**src/rtl/bldq_pkg.sv**
```systemverilog
// Package for the bounded list deque engine: sizes, request and status codes,
// and the ring slot helper. No dependencies.
`timescale 1ns / 1ps

package bldq_pkg;

    localparam int DEPTH  = 64;
    localparam int VAL_W  = 32;
    localparam int POS_W  = 6;
    localparam int REQ_W  = 4;
    localparam int STAT_W = 2;
    localparam int CNT_OUT_W = 7;
    localparam int ADDR_W = $clog2(DEPTH);
    localparam int CNT_W  = $clog2(DEPTH + 1);
    localparam int SUM_W  = CNT_W + 1;
    localparam int CMP_W  = (CNT_W > POS_W) ? CNT_W : POS_W;

    localparam logic [REQ_W-1:0] REQ_PUSH_FRONT = 4'd0;
    localparam logic [REQ_W-1:0] REQ_PUSH_BACK  = 4'd1;
    localparam logic [REQ_W-1:0] REQ_POP_FRONT  = 4'd2;
    localparam logic [REQ_W-1:0] REQ_POP_BACK   = 4'd3;
    localparam logic [REQ_W-1:0] REQ_CONTAINS   = 4'd4;
    localparam logic [REQ_W-1:0] REQ_READ       = 4'd5;
    localparam logic [REQ_W-1:0] REQ_WRITE      = 4'd6;
    localparam logic [REQ_W-1:0] REQ_FIRST_GT   = 4'd7;
    localparam logic [REQ_W-1:0] REQ_CLEAR      = 4'd8;

    localparam logic [STAT_W-1:0] ST_OK     = 2'd0;
    localparam logic [STAT_W-1:0] ST_EMPTY  = 2'd1;
    localparam logic [STAT_W-1:0] ST_FULL   = 2'd2;
    localparam logic [STAT_W-1:0] ST_BADIDX = 2'd3;

    // Physical slot of list index idx: (head + idx) mod DEPTH, idx <= DEPTH.
    function automatic logic [ADDR_W-1:0] slot_of(input logic [ADDR_W-1:0] head,
                                                  input logic [CNT_W-1:0] idx);
        logic [SUM_W-1:0] sum;
        sum = SUM_W'(head) + SUM_W'(idx);
        if (sum >= SUM_W'(DEPTH))
        begin
            sum = sum - SUM_W'(DEPTH);
        end
        return sum[ADDR_W-1:0];
    endfunction

endpackage

```
**src/rtl/bldq_ram.sv**
```systemverilog
// Generic single-write, single-read synchronous RAM with registered read data.
// No dependencies.
`timescale 1ns / 1ps

module bldq_ram #(
    parameter int WIDTH = 32,
    parameter int DEPTH = 64
) (
    input  logic                     clk,
    input  logic                     we,
    input  logic [$clog2(DEPTH)-1:0] waddr,
    input  logic [WIDTH-1:0]         wdata,
    input  logic [$clog2(DEPTH)-1:0] raddr,
    output logic [WIDTH-1:0]         rdata
);

    logic [WIDTH-1:0] mem [DEPTH];

    always_ff @(posedge clk)
    begin
        if (we)
        begin
            mem[waddr] <= wdata;
        end
        rdata <= mem[raddr];
    end

endmodule

```
**src/rtl/bounded_list_deque_engine.sv**
```systemverilog
// Bounded double-ended queue of signed 32-bit values held in one ring RAM.
// Depends on bldq_pkg and bldq_ram.
//
//  channel | signals                                              | direction
//  --------+------------------------------------------------------+----------
//  request | in_valid, in_ready, req_type, operand_value,         | in
//          | position_in                                          |
//  result  | out_valid, out_ready, read_value, hit, position_out, | out
//          | status, entry_count                                  |
//
// One item at a time. Push, pop, write and clear pass through the execute and finish states;
// read adds a RAM read wait state; contains and first greater skip the scan when empty, else
// scan one stored entry per cycle through the RAM read port, stopping early on a hit.
// Reset empties the list at once; RAM contents are left undefined.
// A result waiting on out_ready holds the engine in its final state.
`timescale 1ns / 1ps

module bounded_list_deque_engine (
    input  logic                                 clk,
    input  logic                                 rst_n,
    input  logic                                 in_valid,
    output logic                                 in_ready,
    input  logic [bldq_pkg::REQ_W-1:0]           req_type,
    input  logic signed [bldq_pkg::VAL_W-1:0]    operand_value,
    input  logic [bldq_pkg::POS_W-1:0]           position_in,
    output logic                                 out_valid,
    input  logic                                 out_ready,
    output logic signed [bldq_pkg::VAL_W-1:0]    read_value,
    output logic                                 hit,
    output logic [bldq_pkg::POS_W-1:0]           position_out,
    output logic [bldq_pkg::STAT_W-1:0]          status,
    output logic [bldq_pkg::CNT_OUT_W-1:0]       entry_count
);

    typedef enum logic [2:0] {
        S_IDLE,
        S_EXEC,
        S_RDWAIT,
        S_SCAN,
        S_FIN
    } state_t;

    state_t state_reg, state_next;

    logic [bldq_pkg::ADDR_W-1:0] head_reg, head_next;
    logic [bldq_pkg::CNT_W-1:0]  count_reg, count_next;

    logic [bldq_pkg::REQ_W-1:0]        req_reg, req_next;
    logic signed [bldq_pkg::VAL_W-1:0] op_reg, op_next;
    logic [bldq_pkg::POS_W-1:0]        pos_reg, pos_next;

    // scan: iss = index being fetched, cmp = index whose data is at the RAM output
    logic [bldq_pkg::CNT_W-1:0] iss_reg, iss_next;
    logic [bldq_pkg::CNT_W-1:0] cmp_reg, cmp_next;

    logic [bldq_pkg::VAL_W-1:0]  res_rd_reg, res_rd_next;
    logic                        res_hit_reg, res_hit_next;
    logic [bldq_pkg::POS_W-1:0]  res_pos_reg, res_pos_next;
    logic [bldq_pkg::STAT_W-1:0] res_st_reg, res_st_next;

    logic                            out_valid_reg, out_valid_next;
    logic [bldq_pkg::VAL_W-1:0]      read_value_reg, read_value_next;
    logic                            hit_reg, hit_next;
    logic [bldq_pkg::POS_W-1:0]      position_out_reg, position_out_next;
    logic [bldq_pkg::STAT_W-1:0]     status_reg, status_next;
    logic [bldq_pkg::CNT_OUT_W-1:0]  entry_count_reg, entry_count_next;

    logic                        ram_we;
    logic [bldq_pkg::ADDR_W-1:0] ram_waddr;
    logic [bldq_pkg::VAL_W-1:0]  ram_wdata;
    logic [bldq_pkg::ADDR_W-1:0] ram_raddr;
    logic [bldq_pkg::VAL_W-1:0]  ram_rdata;

    logic                        full;
    logic                        empty;
    logic                        pos_bad;
    logic [bldq_pkg::CNT_W-1:0]  pos_idx;
    logic                        match;
    logic                        out_free;

    bldq_ram #(
        .WIDTH (bldq_pkg::VAL_W),
        .DEPTH (bldq_pkg::DEPTH)
    ) u_ram (
        .clk   (clk),
        .we    (ram_we),
        .waddr (ram_waddr),
        .wdata (ram_wdata),
        .raddr (ram_raddr),
        .rdata (ram_rdata)
    );

    assign full     = (count_reg == bldq_pkg::CNT_W'(bldq_pkg::DEPTH));
    assign empty    = (count_reg == '0);
    assign pos_bad  = (bldq_pkg::CMP_W'(pos_reg) >= bldq_pkg::CMP_W'(count_reg));
    assign pos_idx  = bldq_pkg::CNT_W'(bldq_pkg::CMP_W'(pos_reg));
    assign out_free = !out_valid_reg || out_ready;

    assign match = (req_reg == bldq_pkg::REQ_CONTAINS) ? (ram_rdata == op_reg)
                                                       : ($signed(ram_rdata) > op_reg);

    always_comb
    begin
        state_next        = state_reg;
        head_next         = head_reg;
        count_next        = count_reg;
        req_next          = req_reg;
        op_next           = op_reg;
        pos_next          = pos_reg;
        iss_next          = iss_reg;
        cmp_next          = cmp_reg;
        res_rd_next       = res_rd_reg;
        res_hit_next      = res_hit_reg;
        res_pos_next      = res_pos_reg;
        res_st_next       = res_st_reg;
        out_valid_next    = out_valid_reg && !out_ready;
        read_value_next   = read_value_reg;
        hit_next          = hit_reg;
        position_out_next = position_out_reg;
        status_next       = status_reg;
        entry_count_next  = entry_count_reg;
        ram_we            = 1'b0;
        ram_waddr         = head_reg;
        ram_wdata         = op_reg;
        ram_raddr         = bldq_pkg::slot_of(head_reg, iss_reg);

        unique case (state_reg)
            S_IDLE:
            begin
                if (in_valid)
                begin
                    req_next   = req_type;
                    op_next    = operand_value;
                    pos_next   = position_in;
                    state_next = S_EXEC;
                end
            end
            S_EXEC:
            begin
                res_rd_next  = '0;
                res_hit_next = 1'b0;
                res_pos_next = '0;
                res_st_next  = bldq_pkg::ST_OK;
                state_next   = S_FIN;
                unique case (req_reg)
                    bldq_pkg::REQ_PUSH_FRONT:
                    begin
                        if (full)
                        begin
                            res_st_next = bldq_pkg::ST_FULL;
                        end
                        else
                        begin
                            head_next = (head_reg == '0)
                                ? bldq_pkg::ADDR_W'(bldq_pkg::DEPTH - 1)
                                : head_reg - 1'b1;
                            ram_we     = 1'b1;
                            ram_waddr  = head_next;
                            count_next = count_reg + 1'b1;
                        end
                    end
                    bldq_pkg::REQ_PUSH_BACK:
                    begin
                        if (full)
                        begin
                            res_st_next = bldq_pkg::ST_FULL;
                        end
                        else
                        begin
                            ram_we     = 1'b1;
                            ram_waddr  = bldq_pkg::slot_of(head_reg, count_reg);
                            count_next = count_reg + 1'b1;
                        end
                    end
                    bldq_pkg::REQ_POP_FRONT:
                    begin
                        if (empty)
                        begin
                            res_st_next = bldq_pkg::ST_EMPTY;
                        end
                        else
                        begin
                            head_next  = bldq_pkg::slot_of(head_reg, bldq_pkg::CNT_W'(1));
                            count_next = count_reg - 1'b1;
                        end
                    end
                    bldq_pkg::REQ_POP_BACK:
                    begin
                        if (empty)
                        begin
                            res_st_next = bldq_pkg::ST_EMPTY;
                        end
                        else
                        begin
                            count_next = count_reg - 1'b1;
                        end
                    end
                    bldq_pkg::REQ_CONTAINS, bldq_pkg::REQ_FIRST_GT:
                    begin
                        if (!empty)
                        begin
                            ram_raddr  = bldq_pkg::slot_of(head_reg, '0);
                            iss_next   = bldq_pkg::CNT_W'(1);
                            cmp_next   = '0;
                            state_next = S_SCAN;
                        end
                    end
                    bldq_pkg::REQ_READ:
                    begin
                        if (pos_bad)
                        begin
                            res_st_next = bldq_pkg::ST_BADIDX;
                        end
                        else
                        begin
                            ram_raddr  = bldq_pkg::slot_of(head_reg, pos_idx);
                            state_next = S_RDWAIT;
                        end
                    end
                    bldq_pkg::REQ_WRITE:
                    begin
                        if (pos_bad)
                        begin
                            res_st_next = bldq_pkg::ST_BADIDX;
                        end
                        else
                        begin
                            ram_we    = 1'b1;
                            ram_waddr = bldq_pkg::slot_of(head_reg, pos_idx);
                        end
                    end
                    bldq_pkg::REQ_CLEAR:
                    begin
                        head_next  = '0;
                        count_next = '0;
                    end
                    default:
                    begin
                        // unused codes: no change
                    end
                endcase
            end
            S_RDWAIT:
            begin
                res_rd_next = ram_rdata;
                state_next  = S_FIN;
            end
            S_SCAN:
            begin
                // fetch of the next entry overlaps the compare of this one
                iss_next = iss_reg + 1'b1;
                cmp_next = cmp_reg + 1'b1;
                if (match)
                begin
                    res_hit_next = 1'b1;
                    res_pos_next = (req_reg == bldq_pkg::REQ_FIRST_GT)
                                   ? bldq_pkg::POS_W'(cmp_reg) : '0;
                    state_next   = S_FIN;
                end
                else if (cmp_reg + 1'b1 == count_reg)
                begin
                    state_next = S_FIN;
                end
            end
            S_FIN:
            begin
                if (out_free)
                begin
                    out_valid_next    = 1'b1;
                    read_value_next   = res_rd_reg;
                    hit_next          = res_hit_reg;
                    position_out_next = res_pos_reg;
                    status_next       = res_st_reg;
                    entry_count_next  = bldq_pkg::CNT_OUT_W'(count_reg);
                    state_next        = S_IDLE;
                end
            end
            default:
            begin
                state_next = S_IDLE;
            end
        endcase
    end

    always_ff @(posedge clk or negedge rst_n)
    begin
        if (!rst_n)
        begin
            state_reg        <= S_IDLE;
            head_reg         <= '0;
            count_reg        <= '0;
            out_valid_reg    <= 1'b0;
            req_reg          <= '0;
            op_reg           <= '0;
            pos_reg          <= '0;
            iss_reg          <= '0;
            cmp_reg          <= '0;
            res_rd_reg       <= '0;
            res_hit_reg      <= 1'b0;
            res_pos_reg      <= '0;
            res_st_reg       <= bldq_pkg::ST_OK;
            read_value_reg   <= '0;
            hit_reg          <= 1'b0;
            position_out_reg <= '0;
            status_reg       <= bldq_pkg::ST_OK;
            entry_count_reg  <= '0;
        end
        else
        begin
            state_reg        <= state_next;
            head_reg         <= head_next;
            count_reg        <= count_next;
            out_valid_reg    <= out_valid_next;
            req_reg          <= req_next;
            op_reg           <= op_next;
            pos_reg          <= pos_next;
            iss_reg          <= iss_next;
            cmp_reg          <= cmp_next;
            res_rd_reg       <= res_rd_next;
            res_hit_reg      <= res_hit_next;
            res_pos_reg      <= res_pos_next;
            res_st_reg       <= res_st_next;
            read_value_reg   <= read_value_next;
            hit_reg          <= hit_next;
            position_out_reg <= position_out_next;
            status_reg       <= status_next;
            entry_count_reg  <= entry_count_next;
        end
    end

    assign in_ready     = (state_reg == S_IDLE);
    assign out_valid    = out_valid_reg;
    assign read_value   = read_value_reg;
    assign hit          = hit_reg;
    assign position_out = position_out_reg;
    assign status       = status_reg;
    assign entry_count  = entry_count_reg;

endmodule

```
**config.mk**
```make
export PLATFORM = sky130hd
export DESIGN_NAME = bounded_list_deque_engine
export DESIGN_NICKNAME = d
export VERILOG_FILES = /design/src/rtl/bldq_pkg.sv /design/src/rtl/bldq_ram.sv /design/src/rtl/bounded_list_deque_engine.sv
export SDC_FILE = /design/constraint.sdc
export NUM_CORES = 2
export LEC_CHECK = 0
export BUFFER_PORTS_ARGS = -buffer_cell sky130_fd_sc_hd__buf_2
export CORE_UTILIZATION = 55
export CTS_BUF_LIST = sky130_fd_sc_hd__clkbuf_8
export DETAILED_ROUTE_END_ITERATION = 8
export PLACE_DENSITY = 0.71
export SYNTH_ARGS = -nofsm -noshare
export SYNTH_HDL_FRONTEND = slang
export SYNTH_SLANG_ARGS = --single-unit
```
**constraint.sdc**
```tcl
create_clock -name clk -period 12.6 [get_ports clk]
set_input_delay 1.26 -clock clk [delete_from_list [all_inputs] [get_ports clk]]
set_output_delay 1.26 -clock clk [all_outputs]
set_load 0.03 [all_outputs]
```
==> reports/metrics.yaml <==
clocking:
  post_cts_buffers: 0
  root_buffer: "clkbuf_8"
  clk_pin_slew_worst_paths_ns: 0.06
  cts_buffer_depth: 4
  cts.sinks: 2241
  cts_tree: "done"
  htreeDepth: 5
  cts_made_buffers: 366
  hold_buffers: 0
  ctsResizeCount: 0
  clk-insertion-delay-late_ns: 1.04
timing:
  finalCriticalPeriod_ns: 7.58
  clock_skew_ns: 0.0814
  fmax_mhz: 132
  max_slew_margin_pct: 1.66
  tightestPinTransition_ns: 1.46
  hold_viol: 0
  final.setup.tns_ns: 0
  finalSetupViolations: 0
  finalMaxSlewViolations: 0
  rsz0062_at_grt: "no"
  worst_slack_ns: 5.02
  period_share_pct: 60.2
power_and_ir_drop:
  p_comb_share_pct: 43.6
  p_sw_share_pct: 42.2
  ir_drop_v: 0.000271
  power-per-cell-area_nw_per_um2: 274
  intPower_w: 0.0158
  clkPwrFrac_pct: 21.1
  seqPwrFrac_pct: 35.3
  switchingPower_w: 0.0115
  leakage_nw: 34.9
floorplanning:
  dieWidth_um: 406
  ios: 96
  rows: 147
  start_util_pct: 55.7
  fp.coreArea_sq_um: 161000
  die_h_um: 406
  die_area_sq_um: 165000
synthesis:
  yosys-top-cells-count: "edfxtp_1 (2048), nand2_1 (1196), nand3_1 (336)"
  yosysMostFrequentCell: "edfxtp_1"
  syn_area_sq_um: 89800
  yosysTopAreaCell: "edfxtp_1"
  synth_edf_count: 2048
  synth_seq_area_share_pct: 73.7
  yosys_warnings: 0
  yosysUniqueCellTypes: 75
  synth_nets: 6132
  synthTopCellsByArea: "edfxtp_1 (68%), nand2_1 (5.0%), dfrtp_1 (4.5%), mux4_2 (3.1%), nand3_1 (1.9%)"
  synthArstFlopShare_pct: 7.18
  ys.flop_type: "edfxtp_1"
  ys_ff_latch: 2241
  synthCells: 6020
  yosysTopAreaCellShare_pct: 68.5
  synth.avg_cell_area_sq_um: 14.9
global_route:
  grt_max_degree: 163
  grtUsageMet1_pct: 42.1
  grt_pass1_vias: 53000
  grtUsageMet3_pct: 7.58
  top_usage_layer: "met2"
  grt_pass1_wl_um: 369000
  antenna_found_initial: 19
  grt_overflow: 0
  grt_use_total_pct: 31.3
  met2_usage_pct: 46.9
layout:
  final_nets: 6363
  area_delta_synth_final_pct: 11.1
  seqCellArea_sq_um: 66200
  top_register: "u_ram.mem"
  drive_gt1_share_pct: 16.0
  multi_input_area_sq_um: 22200
  nFillCells: 11600
  final_area_sq_um: 99700
  final_cells: 8683
  largest_register_ffs: 2048
setup_path:
  reg2reg_from: "head_reg[1]"
  worstPathMaxFanout: 137
  worstSetupEndpointType: "flop"
  critPathArrivalTime_ns: 8.41
  start_kind: "flop"
  reg2reg_depth: 14
  rrSetupSlack_ns: 5.02
  worstSetupPathType: "reg2reg"
  reg2reg_to: "u_ram.rdata[14]"
  critical_path_required_ns: 13.42
  startpoint: "head_reg[1]"
drt:
  drcViolationCount: 0
  first_pass_iters: 6
  drt_wl_total_um: 260000
  wl_per_cell_um: 29.9
  ant_nets: 0
  vias_per_cell: 6.45
  dr.first_iter.drc_count: 8409
  via_count: 56000
place:
  place_hpwl_um: 143000
  place_ws_ns: 5.39
  post_dp_cell_area_sq_um: 93200
  place_congestion: 0.965
  port-buffer-count: 95
  dp_cells: 8043
status:
  status: "complete, but fails checks"
  failed_checks: "max-capacitance violations"
min_path:
  hold_path.class: "in2async"
flow_run:
  drv_cap: 1
[area by class of cell]
class / instances / share of cell area (%)
inverter: 52 / 0.196
clock buffer: 383 / 5.29
multi-input combinational: 3321 / 22.3
timing repair buffer: 269 / 1.88
sequential: 2241 / 66.4
clock inverter: 251 / 1.24
tap: 2160 / 2.71
antenna: 6 / 0.0151
[how the worst max path moves through the flow]
stage	to	slack, ns
3_5_place_dp	u_ram.rdata[14]	5.39
4_1_cts	u_ram.rdata[14]	5.36
6_report	u_ram.rdata[14]	5.02
5_1_grt	u_ram.rdata[14]	5.08
3_3_place_gp	u_ram.rdata[14]	5.49
2_1_floorplan	u_ram.mem[0][0]	8.14
[routing by layer]
layer / up-vias / routed length [um]
li1: 23700 / -
met1: 28100 / 96200
met2: 3596 / 117000
met3: 596 / 31000
met4: 14 / 15700
met5: - / 95
[power by group through the flow]
stage | clock [W] | sequential (W) | combinational [W]
floorplan | 0 | 0.0101 | 0.00708
global placement | 0 | 0.00976 | 0.0115
detailed placement | 0 | 0.00977 | 0.0117
CTS | 0.00579 | 0.00962 | 0.0117
global route | 0.00611 | 0.00964 | 0.0125
finish | 0.00576 | 0.00963 | 0.0119
[worst max-delay path: stages, from the launching register on]
cell and delay (ns):
dfrtp_1 0.75, inv_1 0.26, fa_1 0.66, inv_1 0.09, o311ai_4 0.27, buf_4 0.53
buf_4 0.69, nand2_4 0.49, buf_12 0.40, buf_4 0.55, mux2i_1 0.22, a221oi_2 0.28
a211oi_1 0.13, or4_1 0.96, a221oi_1 0.82
[placed cells by master, fill, tap and decap left out, types with 31 or more instances in the layout]
cell,count
a221oi_2,31
a311oi_1,95
and2_1,41
buf_2,94
o31ai_1,37
clkinv_2,36
clkinv_1,71
nor2_1,33
a21oi_1,154
o221ai_1,35
a31oi_1,129
edfxtp_1,2048
ha_1,62
nand2_1,1193
dfrtp_2,32
a211oi_1,135
nand3_1,335
o21ai_0,117
inv_1,177
a32o_1,33
mux2i_1,139
dfrtp_1,129
clkbuf_8,383
and3_1,138
a221oi_1,62
mux4_2,124
nor2_4,65
or4_1,35
buf_4,167
a22o_1,70
mux2_2,55
dfxtp_1,32
[cells by family after synthesis]
logic type	count (synthesis)	synth area share [%]
DFF	2241	73.7
and+or+nand+nor	1926	9.41
AOI/OAI and AO/OA	974	7.95
buffers and inverters	458	2.20
muxes	322	5.47
adders and majority gates	66	0.953
xor gates and xnor gates	33	0.322
[through the flow]
stage / utilization [%] / total power [W] / hold WS, ns
floorplan: - / 0.0171 / 0.443
global placement: 57.8 / 0.0212 / 0.462
detailed placement: 57.8 / 0.0214 / 0.466
CTS: 61.8 / 0.0271 / 0.292
global route: 61.8 / 0.0283 / 0.359
finish: 61.8 / 0.0273 / 0.325
(Power assumes the default switching activity.)
